File: src/rtl/core/bsd_pkg.sv
// Package for the BMP stream decoder: parser state, result record and header constants.
// Used by every module under rtl/core; has no dependencies of its own.
package bsd_pkg;

    // Image size limits accepted from the info header.
    localparam int MAX_WIDTH  = 4096;
    localparam int MAX_HEIGHT = 4096;

    // Fixed widths of the result fields.
    localparam int CHAN_W  = 8;
    localparam int COORD_W = 12;
    localparam int DIM_W   = 13;

    // Header layout, as byte positions within the file.
    localparam logic [7:0]  SIG_B         = 8'h42;
    localparam logic [7:0]  SIG_M         = 8'h4D;
    localparam logic [31:0] POS_SIG_B     = 32'd0;
    localparam logic [31:0] POS_SIG_M     = 32'd1;
    localparam logic [31:0] POS_OFFSET_LO = 32'd10;
    localparam logic [31:0] POS_OFFSET_HI = 32'd13;
    localparam logic [31:0] POS_WIDTH_LO  = 32'd18;
    localparam logic [31:0] POS_WIDTH_HI  = 32'd21;
    localparam logic [31:0] POS_HEIGHT_LO = 32'd22;
    localparam logic [31:0] POS_HEIGHT_HI = 32'd25;
    localparam logic [31:0] POS_BPP       = 32'd28;
    localparam logic [31:0] HEADER_BYTES  = 32'd54;
    localparam logic [31:0] HEADER_LAST   = 32'd53;
    localparam logic [7:0]  BPP_ALPHA     = 8'd32;

    // Result kinds carried on the output tuser.
    typedef enum logic [1:0] {
        KIND_PIXEL   = 2'd0,
        KIND_BAD_SIG = 2'd1,
        KIND_BAD_HDR = 2'd2
    } kind_t;

    // Parser phases.
    typedef enum logic [2:0] {
        PH_WAIT   = 3'd0,
        PH_HEADER = 3'd1,
        PH_SKIP   = 3'd2,
        PH_PIXEL  = 3'd3,
        PH_PAD    = 3'd4
    } phase_t;

    // Complete parser state.
    typedef struct packed {
        phase_t               phase;
        logic [31:0]          byte_pos;
        logic [31:0]          data_offset;
        logic [31:0]          width;
        logic [31:0]          height;
        logic [7:0]           bits;
        logic [23:0]          pixel;
        logic [1:0]           chan;
        logic [COORD_W-1:0]   col;
        logic [COORD_W-1:0]   row;
        logic [1:0]           pad;
    } pstate_t;

    // One result item.
    typedef struct packed {
        kind_t                kind;
        logic [CHAN_W-1:0]    red;
        logic [CHAN_W-1:0]    green;
        logic [CHAN_W-1:0]    blue;
        logic [CHAN_W-1:0]    alpha;
        logic [COORD_W-1:0]   column;
        logic [COORD_W-1:0]   row;
        logic                 last_pixel;
        logic [DIM_W-1:0]     image_width;
        logic [DIM_W-1:0]     image_height;
        logic                 has_alpha;
    } res_t;

endpackage

File: src/rtl/core/bsd_parser.sv
// Byte parser of the BMP stream decoder: header capture, offset skip, pixel assembly.
// Depends on bsd_pkg. The result it forms is registered by bsd_out_buf.
module bsd_parser (
    input  logic           clk,
    input  logic           rst_n,
    input  logic           advance,
    input  logic [7:0]     data_byte,
    input  logic           sof,
    output logic           res_valid,
    output bsd_pkg::res_t  res
);
    import bsd_pkg::*;

    pstate_t     state_reg;
    pstate_t     state_next;
    pstate_t     cur;
    pstate_t     nxt;
    logic        alpha_on;
    logic [1:0]  lane;
    logic [1:0]  final_chan;
    logic [23:0] pix;
    logic [12:0] col_inc;
    logic [12:0] row_inc;
    logic        last;
    logic        hdr_bad;

    // State register; the all-zero state is the waiting phase.
    always_ff @(posedge clk or negedge rst_n)
    begin
        if (!rst_n)
        begin
            state_reg <= '0;
        end
        else
        begin
            state_reg <= state_next;
        end
    end

    // One byte of work: next state and the result it causes.
    always_comb
    begin
        cur = state_reg;
        if (sof)
        begin
            cur       = '0;
            cur.phase = PH_HEADER;
        end
        nxt        = cur;
        res        = '0;
        res_valid  = 1'b0;
        alpha_on   = (cur.bits == BPP_ALPHA);
        final_chan = alpha_on ? 2'd3 : 2'd2;
        // Little-endian fields start at positions that are 2 modulo 4.
        lane       = cur.byte_pos[1:0] - 2'd2;
        pix        = cur.pixel;
        col_inc    = {1'b0, cur.col} + 13'd1;
        row_inc    = {1'b0, cur.row} + 13'd1;
        last       = (col_inc == cur.width[12:0]) && (row_inc == cur.height[12:0]);
        hdr_bad    = 1'b0;

        unique case (cur.phase)
            PH_HEADER:
            begin
                if ((cur.byte_pos == POS_SIG_B && data_byte != SIG_B) ||
                    (cur.byte_pos == POS_SIG_M && data_byte != SIG_M))
                begin
                    res_valid = 1'b1;
                    res.kind  = KIND_BAD_SIG;
                    nxt.phase = PH_WAIT;
                end
                else
                begin
                    if (cur.byte_pos >= POS_OFFSET_LO && cur.byte_pos <= POS_OFFSET_HI)
                        nxt.data_offset[{lane, 3'b000} +: 8] = data_byte;
                    else if (cur.byte_pos >= POS_WIDTH_LO && cur.byte_pos <= POS_WIDTH_HI)
                        nxt.width[{lane, 3'b000} +: 8] = data_byte;
                    else if (cur.byte_pos >= POS_HEIGHT_LO && cur.byte_pos <= POS_HEIGHT_HI)
                        nxt.height[{lane, 3'b000} +: 8] = data_byte;
                    else if (cur.byte_pos == POS_BPP)
                        nxt.bits = data_byte;
                    nxt.byte_pos = cur.byte_pos + 32'd1;

                    // Validate the header on its final byte.
                    if (cur.byte_pos == HEADER_LAST)
                    begin
                        hdr_bad = (nxt.data_offset < HEADER_BYTES) ||
                                  (nxt.width == 32'd0) ||
                                  (nxt.width > 32'(MAX_WIDTH)) ||
                                  (nxt.height == 32'd0) ||
                                  (nxt.height > 32'(MAX_HEIGHT));
                        if (hdr_bad)
                        begin
                            res_valid = 1'b1;
                            res.kind  = KIND_BAD_HDR;
                            nxt.phase = PH_WAIT;
                        end
                        else if (nxt.data_offset == HEADER_BYTES)
                            nxt.phase = PH_PIXEL;
                        else
                            nxt.phase = PH_SKIP;
                    end
                end
            end

            PH_SKIP:
            begin
                nxt.byte_pos = cur.byte_pos + 32'd1;
                if (nxt.byte_pos == cur.data_offset)
                    nxt.phase = PH_PIXEL;
            end

            PH_PIXEL:
            begin
                // The alpha byte is not stored; it goes straight to the result.
                if (cur.chan != 2'd3)
                    pix[{cur.chan, 3'b000} +: 8] = data_byte;
                if (cur.chan != final_chan)
                begin
                    nxt.chan  = cur.chan + 2'd1;
                    nxt.pixel = pix;
                end
                else
                begin
                    res_valid        = 1'b1;
                    res.kind         = KIND_PIXEL;
                    res.red          = pix[23:16];
                    res.green        = pix[15:8];
                    res.blue         = pix[7:0];
                    res.alpha        = alpha_on ? data_byte : '0;
                    res.column       = cur.col;
                    res.row          = cur.row;
                    res.last_pixel   = last;
                    res.image_width  = cur.width[DIM_W-1:0];
                    res.image_height = cur.height[DIM_W-1:0];
                    res.has_alpha    = alpha_on;
                    nxt.pixel        = '0;
                    nxt.chan         = 2'd0;
                    if (last)
                        nxt.phase = PH_WAIT;
                    else if (col_inc == cur.width[12:0])
                    begin
                        // End of row; 24-bit rows pad to a multiple of four bytes.
                        nxt.col = '0;
                        nxt.row = row_inc[COORD_W-1:0];
                        nxt.pad = alpha_on ? 2'd0 : cur.width[1:0];
                        if (!alpha_on && cur.width[1:0] != 2'd0)
                            nxt.phase = PH_PAD;
                    end
                    else
                    begin
                        nxt.col = col_inc[COORD_W-1:0];
                    end
                end
            end

            PH_PAD:
            begin
                if (cur.pad != 2'd0)
                    nxt.pad = cur.pad - 2'd1;
                if (nxt.pad == 2'd0)
                    nxt.phase = PH_PIXEL;
            end

            default:
            begin
                nxt = cur;
            end
        endcase

        state_next = advance ? nxt : state_reg;
    end

    // The header counter never runs past the header.
    a_header_pos: assert property (@(posedge clk) disable iff (!rst_n)
        state_reg.phase == PH_HEADER |-> state_reg.byte_pos < HEADER_BYTES)
        else $error("header byte position past header end");

    // Padding phase always has bytes left to drop.
    a_pad_left: assert property (@(posedge clk) disable iff (!rst_n)
        state_reg.phase == PH_PAD |-> state_reg.pad != 2'd0)
        else $error("padding phase with no padding left");

    // Pixel coordinates stay inside the validated image.
    a_coord_range: assert property (@(posedge clk) disable iff (!rst_n)
        (state_reg.phase == PH_PIXEL || state_reg.phase == PH_PAD) |->
        ({1'b0, state_reg.col} < state_reg.width[12:0] &&
         {1'b0, state_reg.row} < state_reg.height[12:0]))
        else $error("pixel coordinate outside image");

    // Any error result leaves the parser waiting for a new file.
    a_error_waits: assert property (@(posedge clk) disable iff (!rst_n)
        (advance && res_valid && res.kind != KIND_PIXEL) |=> state_reg.phase == PH_WAIT)
        else $error("parser did not stop after an error");

endmodule

File: src/rtl/core/bsd_out_buf.sv
// Result register with a skid entry for the BMP stream decoder output.
// Depends on bsd_pkg; ready toward the parser comes straight from a register.
module bsd_out_buf (
    input  logic           clk,
    input  logic           rst_n,
    input  logic           push,
    input  bsd_pkg::res_t  push_data,
    output logic           ready,
    output logic           out_valid,
    input  logic           out_ready,
    output bsd_pkg::res_t  out_data
);
    import bsd_pkg::*;

    logic main_vld_reg;
    logic main_vld_next;
    logic skid_vld_reg;
    logic skid_vld_next;
    logic main_free;
    res_t main_reg;
    res_t skid_reg;

    assign main_free = !main_vld_reg || out_ready;
    assign ready     = !skid_vld_reg;
    assign out_valid = main_vld_reg;
    assign out_data  = main_reg;

    // Valid flags: the skid entry drains first whenever the main register frees.
    always_comb
    begin
        main_vld_next = main_vld_reg;
        skid_vld_next = skid_vld_reg;
        if (main_free)
        begin
            main_vld_next = skid_vld_reg || push;
            skid_vld_next = 1'b0;
        end
        else if (push)
        begin
            skid_vld_next = 1'b1;
        end
    end

    always_ff @(posedge clk or negedge rst_n)
    begin
        if (!rst_n)
        begin
            main_vld_reg <= 1'b0;
            skid_vld_reg <= 1'b0;
        end
        else
        begin
            main_vld_reg <= main_vld_next;
            skid_vld_reg <= skid_vld_next;
        end
    end

    // Payload registers.
    always_ff @(posedge clk)
    begin
        if (main_free)
        begin
            if (skid_vld_reg)
                main_reg <= skid_reg;
            else if (push)
                main_reg <= push_data;
        end
        else if (push)
        begin
            skid_reg <= push_data;
        end
    end

endmodule

File: src/rtl/core/bmp_stream_decoder_top.sv
// Top level of the BMP stream decoder: input register, byte parser and output buffer.
// Depends on bsd_pkg, bsd_parser and bsd_out_buf.

// The decoder takes a BMP file one byte per request, with s_tuser set on the first
// byte, and returns one pixel request per 24- or 32-bit pixel in file order, or a
// single error request for a bad signature or an unusable header. It sustains one
// byte per clock while the output buffer has room; each byte passes an input
// register, the combinational parser logic and a result register.
// Stalls on m_tready back up into s_tready only once the two-entry output buffer
// is full. There is no clearing pass after reset.
module bmp_stream_decoder_top (
    input  logic        clk,
    input  logic        rst_n,
    input  logic        s_tvalid,
    output logic        s_tready,
    input  logic [7:0]  s_tdata,   // [7:0] data_byte
    input  logic        s_tuser,   // [0] start_of_file
    output logic        m_tvalid,
    input  logic        m_tready,
    // [7:0] red, [15:8] green, [23:16] blue, [31:24] alpha, [43:32] column,
    // [55:44] row, [68:56] image_width, [81:69] image_height, [82] has_alpha,
    // [87:83] zero
    output logic [87:0] m_tdata,
    output logic [1:0]  m_tuser,   // [1:0] kind
    output logic        m_tlast    // last_pixel
);
    import bsd_pkg::*;

    logic       in_vld_reg;
    logic       in_vld_next;
    logic [7:0] in_data_reg;
    logic       in_sof_reg;
    logic       s_accept;
    logic       advance;
    logic       buf_ready;
    logic       res_valid;
    res_t       res;
    res_t       out_res;

    // Input register stage.
    assign s_tready    = !in_vld_reg || buf_ready;
    assign s_accept    = s_tvalid && s_tready;
    assign advance     = in_vld_reg && buf_ready;
    assign in_vld_next = s_accept || (in_vld_reg && !advance);

    always_ff @(posedge clk or negedge rst_n)
    begin
        if (!rst_n)
            in_vld_reg <= 1'b0;
        else
            in_vld_reg <= in_vld_next;
    end

    always_ff @(posedge clk)
    begin
        if (s_accept)
        begin
            in_data_reg <= s_tdata;
            in_sof_reg  <= s_tuser;
        end
    end

    bsd_parser u_parser (
        .clk       (clk),
        .rst_n     (rst_n),
        .advance   (advance),
        .data_byte (in_data_reg),
        .sof       (in_sof_reg),
        .res_valid (res_valid),
        .res       (res)
    );

    bsd_out_buf u_out_buf (
        .clk       (clk),
        .rst_n     (rst_n),
        .push      (advance && res_valid),
        .push_data (res),
        .ready     (buf_ready),
        .out_valid (m_tvalid),
        .out_ready (m_tready),
        .out_data  (out_res)
    );

    // Output packing.
    assign m_tdata = {5'b00000, out_res.has_alpha, out_res.image_height,
                      out_res.image_width, out_res.row, out_res.column,
                      out_res.alpha, out_res.blue, out_res.green, out_res.red};
    assign m_tuser = out_res.kind;
    assign m_tlast = out_res.last_pixel;

endmodule

File: config.mk
export PLATFORM = sky130hd
export DESIGN_NAME = bmp_stream_decoder_top
export DESIGN_NICKNAME = d
export VERILOG_FILES = /design/src/rtl/core/bsd_pkg.sv /design/src/rtl/core/bsd_parser.sv /design/src/rtl/core/bsd_out_buf.sv /design/src/rtl/core/bmp_stream_decoder_top.sv
export SDC_FILE = /design/constraint.sdc
export NUM_CORES = 1
export LEC_CHECK = 0
export BUFFER_PORTS_ARGS = -buffer_cell sky130_fd_sc_hd__buf_2
export CORE_ASPECT_RATIO = 1.25
export CORE_MARGIN = 2
export CORE_UTILIZATION = 50
export DETAILED_ROUTE_END_ITERATION = 7
export PLACE_DENSITY = 0.7
export SLEW_MARGIN = 30
export SYNTH_ARGS = -nofsm -noshare
export SYNTH_HDL_FRONTEND = slang
export SYNTH_SLANG_ARGS = --single-unit
export TNS_END_PERCENT = 1
File: constraint.sdc
create_clock -name clk -period 8.4 [get_ports clk]
set_input_delay 0.84 -clock clk [delete_from_list [all_inputs] [get_ports clk]]
set_output_delay 0.84 -clock clk [all_outputs]
set_load 0.01 [all_outputs]
==> flow_results.org <==
** Logic synthesis
- Synthesized area per cell :: approximately 10 um2
- The Yosys step of the flow raised 0 warnings.
- The most used flip-flop cell after synthesis is sky130_fd_sc_hd__dfrtp_1.
- By area, the combinational part of the netlist is dominated by simple AND/OR/NAND/NOR gates.
- Multiplexer share of the synthesized area :: 3.39%
- The synthesized netlist devotes 18.9% of its cell area to simple gates.
- Synthesized-area fraction occupied by ao, oa, aoi and oai cells :: about 16%
- After synthesis, the share of flip-flops with an asynchronous set or reset is between 50% and 60%.
- Synth Area in Adders :: less than 1%
- Fraction of post-synthesis cell area in the top cell type by area :: between 20% and 30%
- Register bit count reported by yosys :: 375
- Post-Syn Instances :: 1945
- Synth top area cells :: sky130_fd_sc_hd__edfxtp_1, sky130_fd_sc_hd__dfrtp_1, sky130_fd_sc_hd__nand2_1
- In this run, synthesis inferred approximately 180 flip-flops with an integrated enable.
- In this run, distinct cell masters in the synthesized netlist total 90.
- Post-Synth XOR/XNOR Area :: 3.74%
- Library cell with the largest summed area after synthesis :: sky130_fd_sc_hd__edfxtp_1
- Sequential elements use a little over half of the synthesized area.
- The cell area that synthesis handed to floorplanning was 19700 um2.

** Floorplanning
- CORE AREA :: 38900 um2
- Boundary Pins :: 106
- Row Count :: 81
- Effective utilization at floorplan :: 50.5%
- Full die area :: approximately 41000 um2
- The die is 181 um wide.
- Overall die height :: between 200 and 250 um

** Power and ir drop
- Total design power :: 4.21 mW
- Of the total power, the share spent switching nets is 27.7%.
- Part of the power in registers :: 49.3%
- Cell-internal power :: 3.04 mW
- Per report_power, the clock group accounts for 37.2% of the total.
- In this run the static leakage power is 8.52 nW.
- VDD sags by at most 159 uV.
- For this design the total switching power over the nets is between 1 and 1.5 mW.
- Combinational share of power :: 13.5%
- Power spread over the standard cell area amounts to 197 nW/um2.

** CTS
- Quantity of hold-fixing buffers added after cts :: 0
- The clock reaches the later pin of the worst-skew pair after ~0.55 ns.
- After clock tree synthesis, the clock-pin slew on the worst setup and hold paths is approximately 0.060 ns.
- H-tree Lvls :: 2
- Quantity of gates resized following cts :: 0
- Clock tree from TritonCTS :: built
- Clock Tree Buf Depth :: 3
- Counting the buffers created by CTS gives 37.
- Number of buffers added for setup after CTS :: 0
- Clock tree synthesis selected as its root buffer the cell sky130_fd_sc_hd__clkbuf_16.
- For this design, the sink count on the clock tree is 375.

** Global route
- Global Route met2 Usage :: 46.6%
- The via count of the first global-routing pass came to 15200.
- Pin count of the biggest net entering global routing :: 87
- Met3 capacity usage during global routing :: 3.73%
- The global routing stage identified its most utilized layer as met2.
- The initial antenna violation count came to 1.
- Total global routing overflow :: 0
- Met1 Resource Use GR :: 35.0%
- Global routing usage summed across all routing layers :: 27.3%
- The first global-routing pass estimated ~88 mm of wire.

** Layout
- Most frequent cells in the layout :: sky130_fd_sc_hd__nand2_1, sky130_fd_sc_hd__dfrtp_1, sky130_fd_sc_hd__edfxtp_1
- Net total in the final layout :: 1988
- Number of flip-flops under the largest register name :: 191
- Area Overhead vs Synth :: 8.91%
- End-of-flow core utilization :: a little over half
- Commonest non-fill, non-tap cell in the layout :: sky130_fd_sc_hd__nand2_1
- Of the cells placed in the final design, the portion with a size suffix greater than 1 is a little over an eighth.

** Setup path
- The worst setup path is launched from a flop.
- Req. time, crit path :: 8.56 ns
- The worst setup path is of the flop to flop kind.
- The worst setup path is captured at a flop.
- In this run the worst path has a maximum fanout of 61.
- Crit path arrival time :: 6.20 ns

** Drt
- Number of detailed-routing iterations run before antenna repair :: 8
- Wirelength, routed :: approximately 56 mm
- Detailed routing inserted a total of 15700 vias.
- Wire length per cell :: 22.5 um
- After detailed routing, the number of vias per cell comes to 6.29.
- Drt first-iter violations :: 1488
- For this run, design rule violations remaining after detail routing come to 0.
- The count of nets left with antenna violations once routing finished came out at 0.

** Timing
- Setup violations remaining at the end of the flow were counted as 0.
- Unrepaired setup endpoints after global routing :: no
- Setup skew after layout :: 0.0178 ns
- Slew Limit Fails :: 0
- Final worst path period share :: 71.9%
- The count of endpoints failing hold in the final timing report was 0.
- Headroom to the max-slew limit came out at 29.5%.
- Actual transition at the worst max-transition pin :: 1.05 ns
- Summed over all failing endpoints, the final setup total negative slack is 0 ns.
- Final critical delay including setup and external delays :: 6.04 ns
- For this run, the top clock speed supported by timing is 166 MHz.

** Place
- Buffers placed on the I/O ports in this run total 100.
- The congestion estimate from routability-driven global placement came to 0.952.
- After legalization and detailed placement, the total HPWL measured roughly 38 mm.

** Hold path
- Type of the tightest min-delay check :: primary input to asynchronous set/reset pin

** Run
- Count of max-cap constraint violations :: 0

** Run status
- Result of the run :: finished clean
[cell type report]
cell class,instances,area [um2]
antenna,1,2.50
clock buffer,51,998
clock inverter,15,106
fill,3502,17500
inverter,41,154
multi-input combinational,1383,8520
sequential,375,10300
tap,498,623
timing repair buffer,126,708
[metal layers]
layer | vias to the layer above | wire length [um]
li1 | 7204 | -
met1 | 7674 | 22900
met2 | 630 | 27500
met3 | 146 | 3220
met4 | 0 | 2370
met5 | - | 0
[synth_stat cells, drive strengths merged (44+ instances only)]
cell	instances
and3	59
o21ai	166
nand2	255
dfrtp	194
nand3	47
o31ai	62
mux2	44
nor2	131
edfxtp	181
nor4	45
a21oi	60
a22o	65
clkbuf	111
xnor2	49
[through the flow]
stage / instances / worst slack [ns] / hold slack, ns / instance area [um2]
6_report: 2490 / 2.36 / 0.275 / 21400
5_1_grt: 2489 / 1.98 / 0.291 / 21400
4_1_cts: 2489 / 2.43 / 0.277 / 21400
3_5_place_dp: 2423 / 2.44 / 0.472 / 20300
3_3_place_gp: 2423 / 2.67 / 0.459 / 20300
2_1_floorplan: 1949 / 0.385 / 0.442 / 19700
[power groups by stage]
stage / clock [mW] / sequential, mW / combinational, mW
3_3_place_gp: 0 / 2.11 / 0.554
6_report: 1.57 / 2.07 / 0.568
5_1_grt: 1.66 / 2.08 / 0.612
2_1_floorplan: 0 / 2.14 / 0.333
3_5_place_dp: 0 / 2.11 / 0.561
4_1_cts: 1.60 / 2.08 / 0.564
[worst max-delay path, stage by stage, from the launching register on]
cell and delay, ns:
sky130_fd_sc_hd__dfrtp_1 0.71, sky130_fd_sc_hd__nor2b_1 0.40, sky130_fd_sc_hd__inv_1 0.14, sky130_fd_sc_hd__ha_1 0.32, sky130_fd_sc_hd__or2_2 0.35, sky130_fd_sc_hd__o2111ai_1 0.33, sky130_fd_sc_hd__o211ai_1 0.37, sky130_fd_sc_hd__nor3_1 0.56
sky130_fd_sc_hd__mux2i_1 0.28, sky130_fd_sc_hd__xor2_1 0.20, sky130_fd_sc_hd__mux2_2 0.19, sky130_fd_sc_hd__o41a_1 0.19, sky130_fd_sc_hd__o31ai_2 0.12, sky130_fd_sc_hd__a21oi_4 0.69, sky130_fd_sc_hd__buf_4 0.72
[cells by family (layout without fill, tap and decap cells)]
kind of cell             count (synthesis)  after routing
AND/OR/NAND/NOR                        737            737
AO/OA/AOI/OAI                          485            485
flip-flops                             375            375
buffers and inverters                  191            233
XOR/XNOR                                84             84
multiplexers                            61             61
adder cells (fa/ha/maj)                 11             11
other                                    1              6
[final timing paths]
check | from | endpoint | slack [ns] | depth (start not counted)
max | u_parser.state_reg[156] | u_out_buf.out_data[5] | 2.36 | 14
min | rst_n | u_parser.state_reg[112] | 0.27 | 1
max reg2reg | u_parser.state_reg[156] | u_out_buf.out_data[5] | 2.36 | 14
min reg2reg | u_parser.state_reg[107] | u_parser.state_reg[107] | 0.49 | 2
max in group asynchronous | rst_n | u_parser.state_reg[158] | 6.88 | 2
min in group clk | s_tdata[7] | in_data_reg[7] | 0.48 | 1
Power figures use the tool's default switching activity.
